**config.mk**
```make
export PLATFORM = sky130hd
export DESIGN_NAME = layered_box_collision_pairs
export DESIGN_NICKNAME = d
export VERILOG_FILES = /design/src/lbcp_pkg.sv /design/src/lbcp_ctrl.sv /design/src/lbcp_datapath.sv /design/src/layered_box_collision_pairs.sv
export SDC_FILE = /design/constraint.sdc
export NUM_CORES = 2
export LEC_CHECK = 0
export CAP_MARGIN = 10
export CORE_ASPECT_RATIO = 1.25
export CORE_MARGIN = 2
export CORE_UTILIZATION = 40
export DETAILED_ROUTE_END_ITERATION = 8
export DONT_BUFFER_PORTS = 1
export HOLD_SLACK_MARGIN = 0.08
export PLACE_DENSITY = 0.63
export SYNTH_ARGS = -nofsm -noshare
export SYNTH_HDL_FRONTEND = slang
export SYNTH_SLANG_ARGS = --single-unit
```
**constraint.sdc**
```tcl
create_clock -name clock -period 14.7 [get_ports clock]
set_input_delay 0.735 -clock clock [delete_from_list [all_inputs] [get_ports clock]]
set_output_delay 0.735 -clock clock [all_outputs]
set_load 0.005 [all_outputs]
```
**src/lbcp_pkg.sv**
```systemverilog
// ----------------------------------------------------------------------------
// lbcp_pkg
// Shared types and constants for the layered box collision pair finder.
// ----------------------------------------------------------------------------
package lbcp_pkg;

   localparam int COORD_W = 16;
   localparam int SIZE_W  = 15;
   localparam int LAYER_W = 2;
   localparam int IDX_OUT_W = 5;

   // Box record layout, identical on req_tdata and in the box store
   localparam int X_LSB     = 0;
   localparam int Y_LSB     = 16;
   localparam int W_LSB     = 32;
   localparam int H_LSB     = 47;
   localparam int Z_LSB     = 62;
   localparam int L_LSB     = 78;
   localparam int BOX_W     = 80;

   localparam int REQ_USER_W = 1;
   localparam int RSP_DATA_W = 16;
   localparam int RSP_USER_W = 2;

   localparam int CSR_IDX_W  = 1;
   localparam int CSR_DATA_W = 16;
   localparam int MATRIX_W   = 16;
   localparam int TOL_W      = 8;

   localparam logic [CSR_IDX_W-1:0] CSR_LAYER_MATRIX = 1'd0;
   localparam logic [CSR_IDX_W-1:0] CSR_DEPTH_TOL    = 1'd1;

   localparam logic [MATRIX_W-1:0] LAYER_MATRIX_RST = 16'd1878;
   localparam logic [TOL_W-1:0]    DEPTH_TOL_RST    = 8'd3;

   typedef enum logic [1:0] {
      ST_IDLE,
      ST_SCAN,
      ST_FINISH
   } state_type;

   typedef struct packed {
      logic accept;
      logic scan;
      logic finish;
   } cmd_type;

   typedef struct packed {
      logic full;
      logic scan_done;
      logic out_free;
   } status_type;

endpackage

```
**src/lbcp_ctrl.sv**
```systemverilog
// ----------------------------------------------------------------------------
// lbcp_ctrl
// Sequencer: accept a box, scan the store, then emit the closing result.
// ----------------------------------------------------------------------------
module lbcp_ctrl (
   input  logic                   clock,
   input  logic                   reset,
   input  logic                   req_tvalid,
   output logic                   req_tready,
   input  lbcp_pkg::status_type   sts,
   output lbcp_pkg::cmd_type      cmd
);

   lbcp_pkg::state_type state_ff, state_in;

   always_ff @(posedge clock) begin
      if (reset) begin
         state_ff <= lbcp_pkg::ST_IDLE;
      end else begin
         state_ff <= state_in;
      end
   end

   always_comb begin
      state_in   = state_ff;
      cmd        = '0;
      req_tready = 1'b0;
      unique case (state_ff)
         lbcp_pkg::ST_IDLE: begin
            req_tready = 1'b1;
            if (req_tvalid) begin
               cmd.accept = 1'b1;
               state_in   = lbcp_pkg::ST_SCAN;
            end
         end
         lbcp_pkg::ST_SCAN: begin
            priority if (sts.full) begin
               state_in = lbcp_pkg::ST_FINISH;
            end else if (sts.scan_done) begin
               state_in = lbcp_pkg::ST_FINISH;
            end else begin
               cmd.scan = 1'b1;
            end
         end
         lbcp_pkg::ST_FINISH: begin
            if (sts.out_free) begin
               cmd.finish = 1'b1;
               state_in   = lbcp_pkg::ST_IDLE;
            end
         end
         default: begin
            state_in = lbcp_pkg::ST_IDLE;
         end
      endcase
   end

endmodule

```
**src/lbcp_datapath.sv**
```systemverilog
// ----------------------------------------------------------------------------
// lbcp_datapath
// Box store, stallable one-compare-per-cycle pair test, pending hit and result register.
// ----------------------------------------------------------------------------
module lbcp_datapath #(
   parameter int MAX_BOXES = 32
) (
   input  logic                                clock,
   input  logic                                reset,
   input  logic [lbcp_pkg::BOX_W-1:0]          req_tdata,
   input  logic [lbcp_pkg::REQ_USER_W-1:0]     req_tuser,
   output logic                                rsp_tvalid,
   input  logic                                rsp_tready,
   output logic [lbcp_pkg::RSP_DATA_W-1:0]     rsp_tdata,
   output logic [lbcp_pkg::RSP_USER_W-1:0]     rsp_tuser,
   output logic                                rsp_tlast,
   input  logic                                csr_valid,
   input  logic [lbcp_pkg::CSR_IDX_W-1:0]      csr_index,
   input  logic [lbcp_pkg::CSR_DATA_W-1:0]     csr_data,
   input  lbcp_pkg::cmd_type                   cmd,
   output lbcp_pkg::status_type                sts
);

   localparam int IW = $clog2(MAX_BOXES);
   localparam int CW = $clog2(MAX_BOXES + 1);
   localparam logic [CW-1:0] MAX_COUNT = CW'(MAX_BOXES);
   localparam int OW = lbcp_pkg::IDX_OUT_W;

   logic [lbcp_pkg::BOX_W-1:0] mem [MAX_BOXES];

   logic [lbcp_pkg::MATRIX_W-1:0] matrix_ff;
   logic [lbcp_pkg::TOL_W-1:0]    tol_ff;
   logic [lbcp_pkg::BOX_W-1:0]    new_box_ff;
   logic [lbcp_pkg::BOX_W-1:0]    rd_data_ff;
   logic [CW-1:0] count_ff, count_in;
   logic [CW-1:0] rd_ptr_ff, rd_ptr_in;
   logic          cmp_valid_ff, cmp_valid_in;
   logic [IW-1:0] cmp_idx_ff, cmp_idx_in;
   logic          pend_valid_ff, pend_valid_in;
   logic [IW-1:0] pend_idx_ff, pend_idx_in;
   logic          rsp_valid_ff, rsp_valid_in;
   logic          rsp_found_ff, rsp_found_in;
   logic          rsp_dropped_ff, rsp_dropped_in;
   logic          rsp_last_ff, rsp_last_in;
   logic [OW-1:0] rsp_earlier_ff, rsp_earlier_in;
   logic [OW-1:0] rsp_newer_ff, rsp_newer_in;

   logic          full, out_free, hit, stall, advance, rd_en, wr_en, out_load;
   logic [OW-1:0] count_out, pend_out;

   // pair test on the stored box held in the read register
   logic signed [15:0] sx, sy, sz, nx, ny, nz;
   logic [14:0]        sw, sh, nw, nh;
   logic [1:0]         sl, nl;
   logic signed [17:0] s_right, s_bottom, n_right, n_bottom;
   logic [16:0]        abs_s, abs_n;
   logic signed [17:0] depth_diff;
   logic               layer_ok, depth_ok, overlap;

   always_comb begin
      sx = rd_data_ff[lbcp_pkg::X_LSB +: lbcp_pkg::COORD_W];
      sy = rd_data_ff[lbcp_pkg::Y_LSB +: lbcp_pkg::COORD_W];
      sw = rd_data_ff[lbcp_pkg::W_LSB +: lbcp_pkg::SIZE_W];
      sh = rd_data_ff[lbcp_pkg::H_LSB +: lbcp_pkg::SIZE_W];
      sz = rd_data_ff[lbcp_pkg::Z_LSB +: lbcp_pkg::COORD_W];
      sl = rd_data_ff[lbcp_pkg::L_LSB +: lbcp_pkg::LAYER_W];
      nx = new_box_ff[lbcp_pkg::X_LSB +: lbcp_pkg::COORD_W];
      ny = new_box_ff[lbcp_pkg::Y_LSB +: lbcp_pkg::COORD_W];
      nw = new_box_ff[lbcp_pkg::W_LSB +: lbcp_pkg::SIZE_W];
      nh = new_box_ff[lbcp_pkg::H_LSB +: lbcp_pkg::SIZE_W];
      nz = new_box_ff[lbcp_pkg::Z_LSB +: lbcp_pkg::COORD_W];
      nl = new_box_ff[lbcp_pkg::L_LSB +: lbcp_pkg::LAYER_W];

      s_right  = 18'(sx) + $signed({3'b000, sw});
      s_bottom = 18'(sy) + $signed({3'b000, sh});
      n_right  = 18'(nx) + $signed({3'b000, nw});
      n_bottom = 18'(ny) + $signed({3'b000, nh});
      overlap  = !((s_right < 18'(nx)) || (n_right < 18'(sx)) ||
                   (n_bottom < 18'(sy)) || (s_bottom < 18'(ny)));

      abs_s = sz[15] ? (17'd0 - {1'b1, sz}) : {1'b0, sz};
      abs_n = nz[15] ? (17'd0 - {1'b1, nz}) : {1'b0, nz};
      depth_diff = $signed({1'b0, abs_s}) - $signed({1'b0, abs_n});
      depth_ok   = depth_diff <= $signed({10'd0, tol_ff});

      layer_ok = matrix_ff[{sl, nl}];
      hit      = cmp_valid_ff && layer_ok && depth_ok && overlap;
   end

   always_comb begin
      full      = count_ff == MAX_COUNT;
      out_free  = !rsp_valid_ff || rsp_tready;
      stall     = hit && pend_valid_ff && !out_free;
      advance   = cmd.scan && !stall;
      rd_en     = advance && (rd_ptr_ff < count_ff);
      wr_en     = cmd.finish && !full;
      count_out = OW'({{OW{1'b0}}, count_ff});
      pend_out  = OW'({{OW{1'b0}}, pend_idx_ff});

      sts.full      = full;
      sts.scan_done = (rd_ptr_ff == count_ff) && !cmp_valid_ff;
      sts.out_free  = out_free;

      count_in       = count_ff;
      rd_ptr_in      = rd_ptr_ff;
      cmp_valid_in   = cmp_valid_ff;
      cmp_idx_in     = cmp_idx_ff;
      pend_valid_in  = pend_valid_ff;
      pend_idx_in    = pend_idx_ff;
      out_load       = 1'b0;
      rsp_found_in   = rsp_found_ff;
      rsp_dropped_in = rsp_dropped_ff;
      rsp_last_in    = rsp_last_ff;
      rsp_earlier_in = rsp_earlier_ff;
      rsp_newer_in   = rsp_newer_ff;

      if (cmd.accept) begin
         if (req_tuser[0]) begin
            count_in = '0;
         end
         rd_ptr_in     = '0;
         cmp_valid_in  = 1'b0;
         pend_valid_in = 1'b0;
      end

      if (advance) begin
         cmp_valid_in = rd_en;
         cmp_idx_in   = rd_ptr_ff[IW-1:0];
         if (rd_en) begin
            rd_ptr_in = rd_ptr_ff + CW'(1);
         end
         if (hit) begin
            pend_valid_in = 1'b1;
            pend_idx_in   = cmp_idx_ff;
            if (pend_valid_ff) begin
               out_load       = 1'b1;
               rsp_found_in   = 1'b1;
               rsp_dropped_in = 1'b0;
               rsp_last_in    = 1'b0;
               rsp_earlier_in = pend_out;
               rsp_newer_in   = count_out;
            end
         end
      end

      if (cmd.finish) begin
         out_load      = 1'b1;
         pend_valid_in = 1'b0;
         rsp_last_in   = 1'b1;
         priority if (full) begin
            rsp_found_in   = 1'b0;
            rsp_dropped_in = 1'b1;
            rsp_earlier_in = '0;
            rsp_newer_in   = '0;
         end else if (pend_valid_ff) begin
            rsp_found_in   = 1'b1;
            rsp_dropped_in = 1'b0;
            rsp_earlier_in = pend_out;
            rsp_newer_in   = count_out;
         end else begin
            rsp_found_in   = 1'b0;
            rsp_dropped_in = 1'b0;
            rsp_earlier_in = '0;
            rsp_newer_in   = count_out;
         end
         if (!full) begin
            count_in = count_ff + CW'(1);
         end
      end

      rsp_valid_in = out_load ? 1'b1 : (rsp_tready ? 1'b0 : rsp_valid_ff);
   end

   always_ff @(posedge clock) begin
      if (reset) begin
         matrix_ff     <= lbcp_pkg::LAYER_MATRIX_RST;
         tol_ff        <= lbcp_pkg::DEPTH_TOL_RST;
         count_ff      <= '0;
         rd_ptr_ff     <= '0;
         cmp_valid_ff  <= 1'b0;
         pend_valid_ff <= 1'b0;
         rsp_valid_ff  <= 1'b0;
      end else begin
         if (csr_valid) begin
            unique case (csr_index)
               lbcp_pkg::CSR_LAYER_MATRIX: matrix_ff <= csr_data;
               lbcp_pkg::CSR_DEPTH_TOL:    tol_ff    <= csr_data[lbcp_pkg::TOL_W-1:0];
               default: ;
            endcase
         end
         count_ff      <= count_in;
         rd_ptr_ff     <= rd_ptr_in;
         cmp_valid_ff  <= cmp_valid_in;
         pend_valid_ff <= pend_valid_in;
         rsp_valid_ff  <= rsp_valid_in;
      end
   end

   always_ff @(posedge clock) begin
      cmp_idx_ff     <= cmp_idx_in;
      pend_idx_ff    <= pend_idx_in;
      rsp_found_ff   <= rsp_found_in;
      rsp_dropped_ff <= rsp_dropped_in;
      rsp_last_ff    <= rsp_last_in;
      rsp_earlier_ff <= rsp_earlier_in;
      rsp_newer_ff   <= rsp_newer_in;
      if (cmd.accept) begin
         new_box_ff <= req_tdata;
      end
   end

   // box store: one write port, one registered read port
   always_ff @(posedge clock) begin
      if (wr_en) begin
         mem[count_ff[IW-1:0]] <= new_box_ff;
      end
      if (rd_en) begin
         rd_data_ff <= mem[rd_ptr_ff[IW-1:0]];
      end
   end

   assign rsp_tvalid = rsp_valid_ff;
   assign rsp_tdata  = {{(lbcp_pkg::RSP_DATA_W - 2*OW){1'b0}}, rsp_newer_ff, rsp_earlier_ff};
   assign rsp_tuser  = {rsp_dropped_ff, rsp_found_ff};
   assign rsp_tlast  = rsp_last_ff;

endmodule

```
**src/layered_box_collision_pairs.sv**
```systemverilog
// Each box transfer is followed by a scan of the N stored boxes (skipped when the
// store is full), one stored box compared per cycle through the store's single
// read port while the result register can take each hit, then by its closing result;
// the next box is taken only once that closing result is loaded; rsp_tready low delays both.
// Reset clears the box count and the result register and loads layer_matrix = 1878,
// depth_tolerance = 3; store contents are not cleared.
// ----------------------------------------------------------------------------
// layered_box_collision_pairs
// Streams boxes of a frame and reports every colliding pair with earlier boxes.
// ----------------------------------------------------------------------------
module layered_box_collision_pairs #(
   parameter int MAX_BOXES = 32
) (
   input  logic                                clock,
   input  logic                                reset,
   input  logic                                req_tvalid,
   output logic                                req_tready,
   // [15:0] left_x, [31:16] top_y, [46:32] box_width, [61:47] box_height,
   // [77:62] box_depth, [79:78] box_layer
   input  logic [lbcp_pkg::BOX_W-1:0]          req_tdata,
   // [0] first_of_frame
   input  logic [lbcp_pkg::REQ_USER_W-1:0]     req_tuser,
   output logic                                rsp_tvalid,
   input  logic                                rsp_tready,
   // [4:0] earlier_index, [9:5] newer_index, [15:10] zero
   output logic [lbcp_pkg::RSP_DATA_W-1:0]     rsp_tdata,
   // [0] pair_found, [1] dropped
   output logic [lbcp_pkg::RSP_USER_W-1:0]     rsp_tuser,
   output logic                                rsp_tlast,
   input  logic                                csr_valid,
   output logic                                csr_ready,
   input  logic [lbcp_pkg::CSR_IDX_W-1:0]      csr_index,
   input  logic [lbcp_pkg::CSR_DATA_W-1:0]     csr_data
);

   lbcp_pkg::cmd_type    cmd;
   lbcp_pkg::status_type sts;

   assign csr_ready = 1'b1;

   lbcp_ctrl u_ctrl (
      .clock      (clock),
      .reset      (reset),
      .req_tvalid (req_tvalid),
      .req_tready (req_tready),
      .sts        (sts),
      .cmd        (cmd)
   );

   lbcp_datapath #(
      .MAX_BOXES (MAX_BOXES)
   ) u_datapath (
      .clock      (clock),
      .reset      (reset),
      .req_tdata  (req_tdata),
      .req_tuser  (req_tuser),
      .rsp_tvalid (rsp_tvalid),
      .rsp_tready (rsp_tready),
      .rsp_tdata  (rsp_tdata),
      .rsp_tuser  (rsp_tuser),
      .rsp_tlast  (rsp_tlast),
      .csr_valid  (csr_valid),
      .csr_index  (csr_index),
      .csr_data   (csr_data),
      .cmd        (cmd),
      .sts        (sts)
   );

endmodule

```
After elaboration in Yosys (flattened, before gate mapping) --
Memories as Yosys holds them, arrays and structs flattened. A register that Yosys moved wholly into a read port is not among the register bits. Cells that the tools add are included.
Word-level totals: bits in registers 144, RAM bits 2560, input bits 103, memories kept 1
Operators by class: add/sub/neg operators 9, $lt $le $gt $ge 7, eq/ne operators 7, muxes and demuxes 58, bitwise gates (word level) 1, reductions and logical operators 32
Memory list:
- u_datapath.mem | depth 32, width 80, read ports 1, clocked after memory_dff 1, write ports 1, RTL line lbcp_datapath.sv:29 | logic [lbcp_pkg::BOX_W-1:0] mem [MAX_BOXES];
Operator list (count):
- adder 16 x 16 -> 17 bit | 4
- < comparator 17 x 16 -> 1 bit | 4
- 2-to-1 mux 5 bit | 11
- 2-to-1 mux 6 bit | 7
- 2-to-1 mux 17 bit | 2
- subtractor 1 x 17 -> 17 bit (first input constant) | 2
- 2-to-1 mux 1 bit | 32
- <= comparator 18 x 9 -> 1 bit | 1
- subtractor 17 x 17 -> 18 bit | 1
- adder 6 x 1 -> 6 bit (second input constant) | 2
- nonzero test 2 bit | 5
- logical AND 1 bit | 9
- AND reduction 3 bit | 3
- 2-to-1 mux 2 bit | 4
- == test 6 bit | 1
- == test 6 bit (second input constant) | 1
- zero test 1 bit | 6
- < comparator 6 bit | 1
- case mux 2 bit (3 select lines) | 1
- AND reduction 2 bit | 3
- < comparator 4 x 5 -> 1 bit (second input constant) | 1
- binary-select mux 1 bit (select 4 bit) | 1
- logical OR 1 bit | 4
- inequality test 3 x 2 -> 1 bit (second input constant) | 1
- 7 further kinds | 7

Depth between registers and ports, before layout --
word-level depth 14, depth in mapped cells 25, gate-level depth less buffers 25

By module --
Synthesis repeated with hierarchy kept, for this count alone.
Second synthesis, totals: cells, all modules 5118, area, all modules 110247.0 um2
Modules (own cells, without submodules):
- lbcp_datapath | instances 1, cells each 5102, area an instance 110129.4 um2
- lbcp_ctrl | instances 1, cells each 14, area an instance 106.4 um2
- layered_box_collision_pairs | instances 1, cells each 2, area an instance 11.3 um2

Least setup slack after synthesis --
No wires, ideal clock.
path type register to register, start point reg u_datapath.new_box_ff[0] (netlist bit), end point reg u_datapath.rd_data_ff[0] (netlist bit), read port of u_datapath.mem (enable), setup time 399 ps, data arrival time 5453 ps, required time 14301 ps, setup slack 8848 ps, cell stages (with the launch flop) 24, path buffers 0, clock period less this slack 5852 ps, cell sequence edfxtp_1 > ha_1 > inv_1 > fa_1 > nor2b_1 > o21ai_0 > a21oi_1 > o21ai_0 > a21boi_0 > o2111ai_1 > nand4_1 > a31o_2 > a21o_1 > a21oi_1 > ha_1 > nor3b_1 > nand2_1 > or4_1 > nor3_1 > nor3_1 > and4b_1 > o2111ai_4 > nand3_1 > inv_2
Between the ends: cells in the longest elaborated chain, start to end 12, elaborated cells between the ends (all ways) 13
Ends and longest elaborated chain:
- start, declared | RTL line lbcp_datapath.sv:33 | logic [lbcp_pkg::BOX_W-1:0] new_box_ff;
- start signal, assigned | RTL line lbcp_datapath.sv:208 | new_box_ff <= req_tdata;
- adder 16 x 16 -> 17 bit | RTL line lbcp_datapath.sv:76 | n_right = 18'(nx) + $signed({3'b000, nw});
- < comparator 17 x 16 -> 1 bit | RTL line lbcp_datapath.sv:78 | overlap = !((s_right < 18'(nx)) || (n_right < 18'(sx)) ||
- logical OR 1 bit (*) (2 in a row) | RTL line lbcp_datapath.sv:78
- logical OR 1 bit (*) | RTL line lbcp_datapath.sv:79 | (n_bottom < 18'(sy)) || (s_bottom < 18'(ny)));
- zero test 1 bit (*) | RTL line lbcp_datapath.sv:78
- logical AND 1 bit (*) | RTL line lbcp_datapath.sv:87 | hit = cmp_valid_ff && layer_ok && depth_ok && overlap;
- logical AND 1 bit (*) (2 in a row) | RTL line lbcp_datapath.sv:93 | stall = hit && pend_valid_ff && !out_free;
- zero test 1 bit (*) | RTL line lbcp_datapath.sv:94 | advance = cmd.scan && !stall;
- logical AND 1 bit (*) | RTL line lbcp_datapath.sv:94
- logical AND 1 bit (*) | RTL line lbcp_datapath.sv:95 | rd_en = advance && (rd_ptr_ff < count_ff);
- end, declared | RTL line lbcp_datapath.sv:34 | logic [lbcp_pkg::BOX_W-1:0] rd_data_ff;
Mark *: on every way between the ends. The rest lies on a longest branch, timed or not. A chain may end at the register's enable or synchronous reset.

Final worst setup path --
start point reg u_datapath.new_box_ff[32] (netlist bit), end point reg u_datapath.rd_data_ff[20] (netlist bit), read port of u_datapath.mem (enable)
Between the ends: cells in the longest elaborated chain, start to end 12
Ends and longest elaborated chain (RTL line):
- adder 16 x 16 -> 17 bit | lbcp_datapath.sv:76
- < comparator 17 x 16 -> 1 bit | lbcp_datapath.sv:78
- logical OR 1 bit (2 in a row) | lbcp_datapath.sv:78
- logical OR 1 bit | lbcp_datapath.sv:79
- zero test 1 bit | lbcp_datapath.sv:78
- logical AND 1 bit | lbcp_datapath.sv:87
- logical AND 1 bit (2 in a row) | lbcp_datapath.sv:93
- zero test 1 bit | lbcp_datapath.sv:94
- logical AND 1 bit | lbcp_datapath.sv:94
- logical AND 1 bit | lbcp_datapath.sv:95
Every way passes these cells.

==> metrics.csv <==
stage,metric,value,unit
logic_synthesis,synth_xor_area_share,0.611,%
power,pwr-share-comb,2.9,%
power,p_seq_share,55.1,%
logic_synthesis,synth_common_cells,"edfxtp_1 (2742), mux4_2 (804), nand2_1 (364)",
sta,fin_crit,7680,ps
clock_tree,h-tree-depth,5,
sta,max-slew-margin-rel,14.5,%
floorplan,chipWidth,474,µm
global_route,grt_max_degree,125,
setup_path,path_class,register to register,
drt,viasPerCell,5.84,
setup_path,cpPeakStageDelay,1080,ps
logic_synthesis,ys.flop_type,edfxtp_1,
placed_design,port_buffers,0,
clock_tree,postCtsSetupBuffers,0,
clock_tree,clock-root-buffer,clkbuf_16,
power,power,16.0,mW
power,p_sw_share,20.6,%
finish,stdcell_area,125000,µm²
placed_design,gp_congestion,0.856,
setup_path,crit_path_cell_trace,ha_1 -> inv_1 -> fa_1 -> nor2b_1 -> o21ai_0 -> a21oi_1 -> o21ai_0 -> a21boi_0 -> o2111ai_1 -> nand4_1 -> a31o_2 -> a21o_1 -> a21oi_1 -> ha_1 -> nor3b_1 -> nand2_1 -> or4_1 -> nor3_1 -> nor3_1 -> and4b_1 -> o2111ai_4 -> nand3_1 -> inv_4 -> buf_4,
drt,antenna_left,0,
sta,worstMarginPinSlew,1280,ps
drt,route.detailed.drc,0,
global_route,grt_use_total,20.2,%
power,power.leakage,38.8,nW
placed_design,placed_area,116000,µm²
sta,setup_tns,0,ps
power,powerDensity,128,nW/µm²
sta,grt_setup_unrepaired,false,
global_route,antenna_found_initial,33,
sta,setup_viol,0,
logic_synthesis,yosysTopAreaCellShare,74.6,%
floorplan,die_area,280000,µm²
logic_synthesis,synthesis.area_per_instance,21.5,µm²
logic_synthesis,synth_cell_type_count,84,
clock_tree,insertion_delay,850,ps
status,status,completed,
logic_synthesis,synth.ff_latch_count,2784,
global_route,grt_pass1_wl,405000,µm
finish,final_nets,5727,
logic_synthesis,synth_most_common_cell,edfxtp_1,
drt,drt_wl_total,286000,µm
drt,wl_per_cell,30.9,µm
sta,hold_viol_final,0,
logic_synthesis,synth_area,110000,µm²
logic_synthesis,synthTopCellsByArea,"edfxtp_1 (75%), mux4_2 (16%), ha_1 (1.8%), nand2_1 (1.2%), dfxtp_1 (0.76%)",
logic_synthesis,synth-async-reset-ratio,0,%
global_route,overflow,0,
sta,fin_skew,40.7,ps
sta,setup_ws,7020,ps
logic_synthesis,synth_compound_area_share,1.75,%
job,max_cap_violations,0,
finish,nFillCells,22600,
power,clock_power_share,42.0,%
logic_synthesis,synth_edf_count,2742,
logic_synthesis,synth-simple-area-share,2.65,%
sta,min_period_over_period,52.3,%
floorplan,die-height,591,µm
floorplan,core,274000,µm²
setup_path,cpMaxStageDelayCell,edfxtp_1,
logic_synthesis,synth_mux_area_share,16.4,%
floorplan,core.rowCount,215,
setup_path,critPathArrivalTime,8130,ps
global_route,grt_pass1_vias,54400,
drt,dr.pass1.iters,5,
placed_design,place.detailed.hpwl,147000,µm
setup_path,critPathBufInv,3,
clock_tree,path_clk_slew,60,ps
sta,max_clock_freq,130,MHz
setup_path,startpoint_type,register,
logic_synthesis,yosysSeqAreaShare,75.3,%
finish,layout-drive-gt1-share,24.8,%
floorplan,ioPinCount,125,
floorplan,start_util,40.2,%
finish,area_delta_synth_final,13.3,%
power,ir_worst_vdd,0.0806,mV
logic_synthesis,yosysWarnings,0,
hold_path,hold_path.class,input port to register,
clock_tree,cts.sinks,2784,
power,p_int,12.7,mW
power,p_switching,3.29,mW
setup_path,crit_required,15150,ps
setup_path,cpLargestDelayFamily,simple AND/OR/NAND/NOR gates,
logic_synthesis,synth_fa_ha_area_share,1.93,%
placed_design,place_ws,7070,ps
clock_tree,cts_buffers,272,
logic_synthesis,yosys.area.top_type,edfxtp_1,
drt,num_vias,53900,
setup_path,cp_max_fo,45,
logic_synthesis,synth_top_family_by_area,multiplexers,
sta,hold_slack,148,ps
sta,slew_viol_final,0,
clock_tree,clock_path_buffers,4,
clock_tree,tritoncts,built,
drt,drtIter0Drc,6617,
logic_synthesis,syn_inst,5133,
setup_path,critPathCaptureType,register,
state kept, by name (all words and copies together) (netlist names), 2 cells and up:
| name | count |
|---|---|
| u_ctrl.state_ff | 2 |
| u_datapath.cmp_idx_ff | 5 |
| u_datapath.count_ff | 6 |
| u_datapath.matrix_ff | 16 |
| u_datapath.mem | 2560 |
| u_datapath.new_box_ff | 80 |
| u_datapath.pend_idx_ff | 5 |
| u_datapath.rd_data_ff | 80 |
| u_datapath.rd_ptr_ff | 6 |
| u_datapath.rsp_earlier_ff | 5 |
| u_datapath.rsp_newer_ff | 5 |
| u_datapath.tol_ff | 8 |
power groups by stage:
stage | logic, mW | clock network [mW] | registers, mW
4_1_cts | 0.460 | 6.83 | 8.81
5_1_grt | 0.508 | 7.13 | 8.81
2_1_floorplan | 0.221 | 0 | 9.03
6_report | 0.461 | 6.73 | 8.81
3_5_place_dp | 0.429 | 0 | 8.98
3_3_place_gp | 0.413 | 0 | 8.98
path summary, 6_finish.rpt:
kind | to | from | cells after the start | slack [ps]
max reg2reg | u_datapath.rd_data_ff[20]$_DFFE_PN_ | u_datapath.new_box_ff[32]$_DFFE_PP_ | 24 | 7020
min | u_datapath.rd_ptr_ff[3]$_SDFF_PP0_ | reset | 3 | 150
max | u_datapath.rd_data_ff[20]$_DFFE_PN_ | u_datapath.new_box_ff[32]$_DFFE_PP_ | 24 | 7020
min reg2reg | u_datapath.pend_idx_ff[1]$_DFFE_PP_ | u_datapath.cmp_idx_ff[1]$_DFFE_PN_ | 0 | 430
worst min-delay path, cell delays in order:
cell      delay, ps
nor4b_1          30
nand3_1          70
o211ai_1         80
metal layers:
layer  up-vias  global-route usage, %  wire (µm)
met5         -                      0         63
met4         8                   4.46       5720
met3       391                   3.12      21500
met2      2334                   34.2     144000
met1     29200                   27.8     114000
li1      22000                      -          -
final cells by class:
| class | count | area, µm² | share of cell area, % |
|---|---|---|---|
| antenna | 7 | 17.5 | 0.0140 |
| sequential | 2784 | 83200 | 66.5 |
| inverter | 128 | 503 | 0.402 |
| tap | 3580 | 4480 | 3.58 |
| clock buffer | 337 | 7190 | 5.75 |
| clock inverter | 137 | 1150 | 0.920 |
| multi-input combinational | 1998 | 26100 | 20.9 |
| timing repair buffer | 273 | 2470 | 1.97 |
placed cells by master, fill, tap and decap left out, types with 10 or more instances in the layout:
master,netlist,layout
o21ai_0,44,44
nand2_1,364,364
nand3b_1,14,14
a31oi_1,13,13
nor2_4,1,33
or3_1,11,11
o211ai_1,12,12
o21a_1,15,15
nor2_1,89,57
ha_1,162,162
nor2b_1,18,18
a21o_1,19,19
nand2b_1,14,14
xnor2_1,49,49
inv_1,126,124
dlygate4sd3_1,0,99
clkinv_2,0,38
and2_1,10,10
buf_4,9,161
nand3_1,41,41
mux4_2,804,804
buf_12,0,12
nand4_1,16,16
dfxtp_1,42,37
bufinv_16,0,17
clkbuf_1,168,58
clkinv_1,0,59
nor3_1,25,25
a21oi_1,90,90
o31ai_1,11,11
clkbuf_16,0,278
xor2_1,28,28
edfxtp_1,2742,2742
metrics by stage:
step                utilization [%]  std cells
floorplan                         -       5140
global placement               42.2       8661
detailed placement             42.2       8661
CTS                            45.6       9235
global route                   45.6       9243
finish                         45.6       9244
cell families (layout without fill, tap and decap cells):
kind of cell	count (synthesis)	count (layout)
AND/OR/NAND/NOR	651	651
buffers and inverters	358	875
XOR/XNOR	77	77
adder cells (fa/ha/maj)	167	167
AO/OA/AOI/OAI	285	285
multiplexers	809	809
flip-flops	2784	2784
other	2	16
what timing repair did:
| item | 4_1_cts | 5_1_grt |
|---|---|---|
| hold buffers | 100 | 0 |
| gates resized for setup | 0 | 0 |
| hold endpoints to repair | 118 | 0 |
No activity file was read; power rests on OpenSTA's default activity.
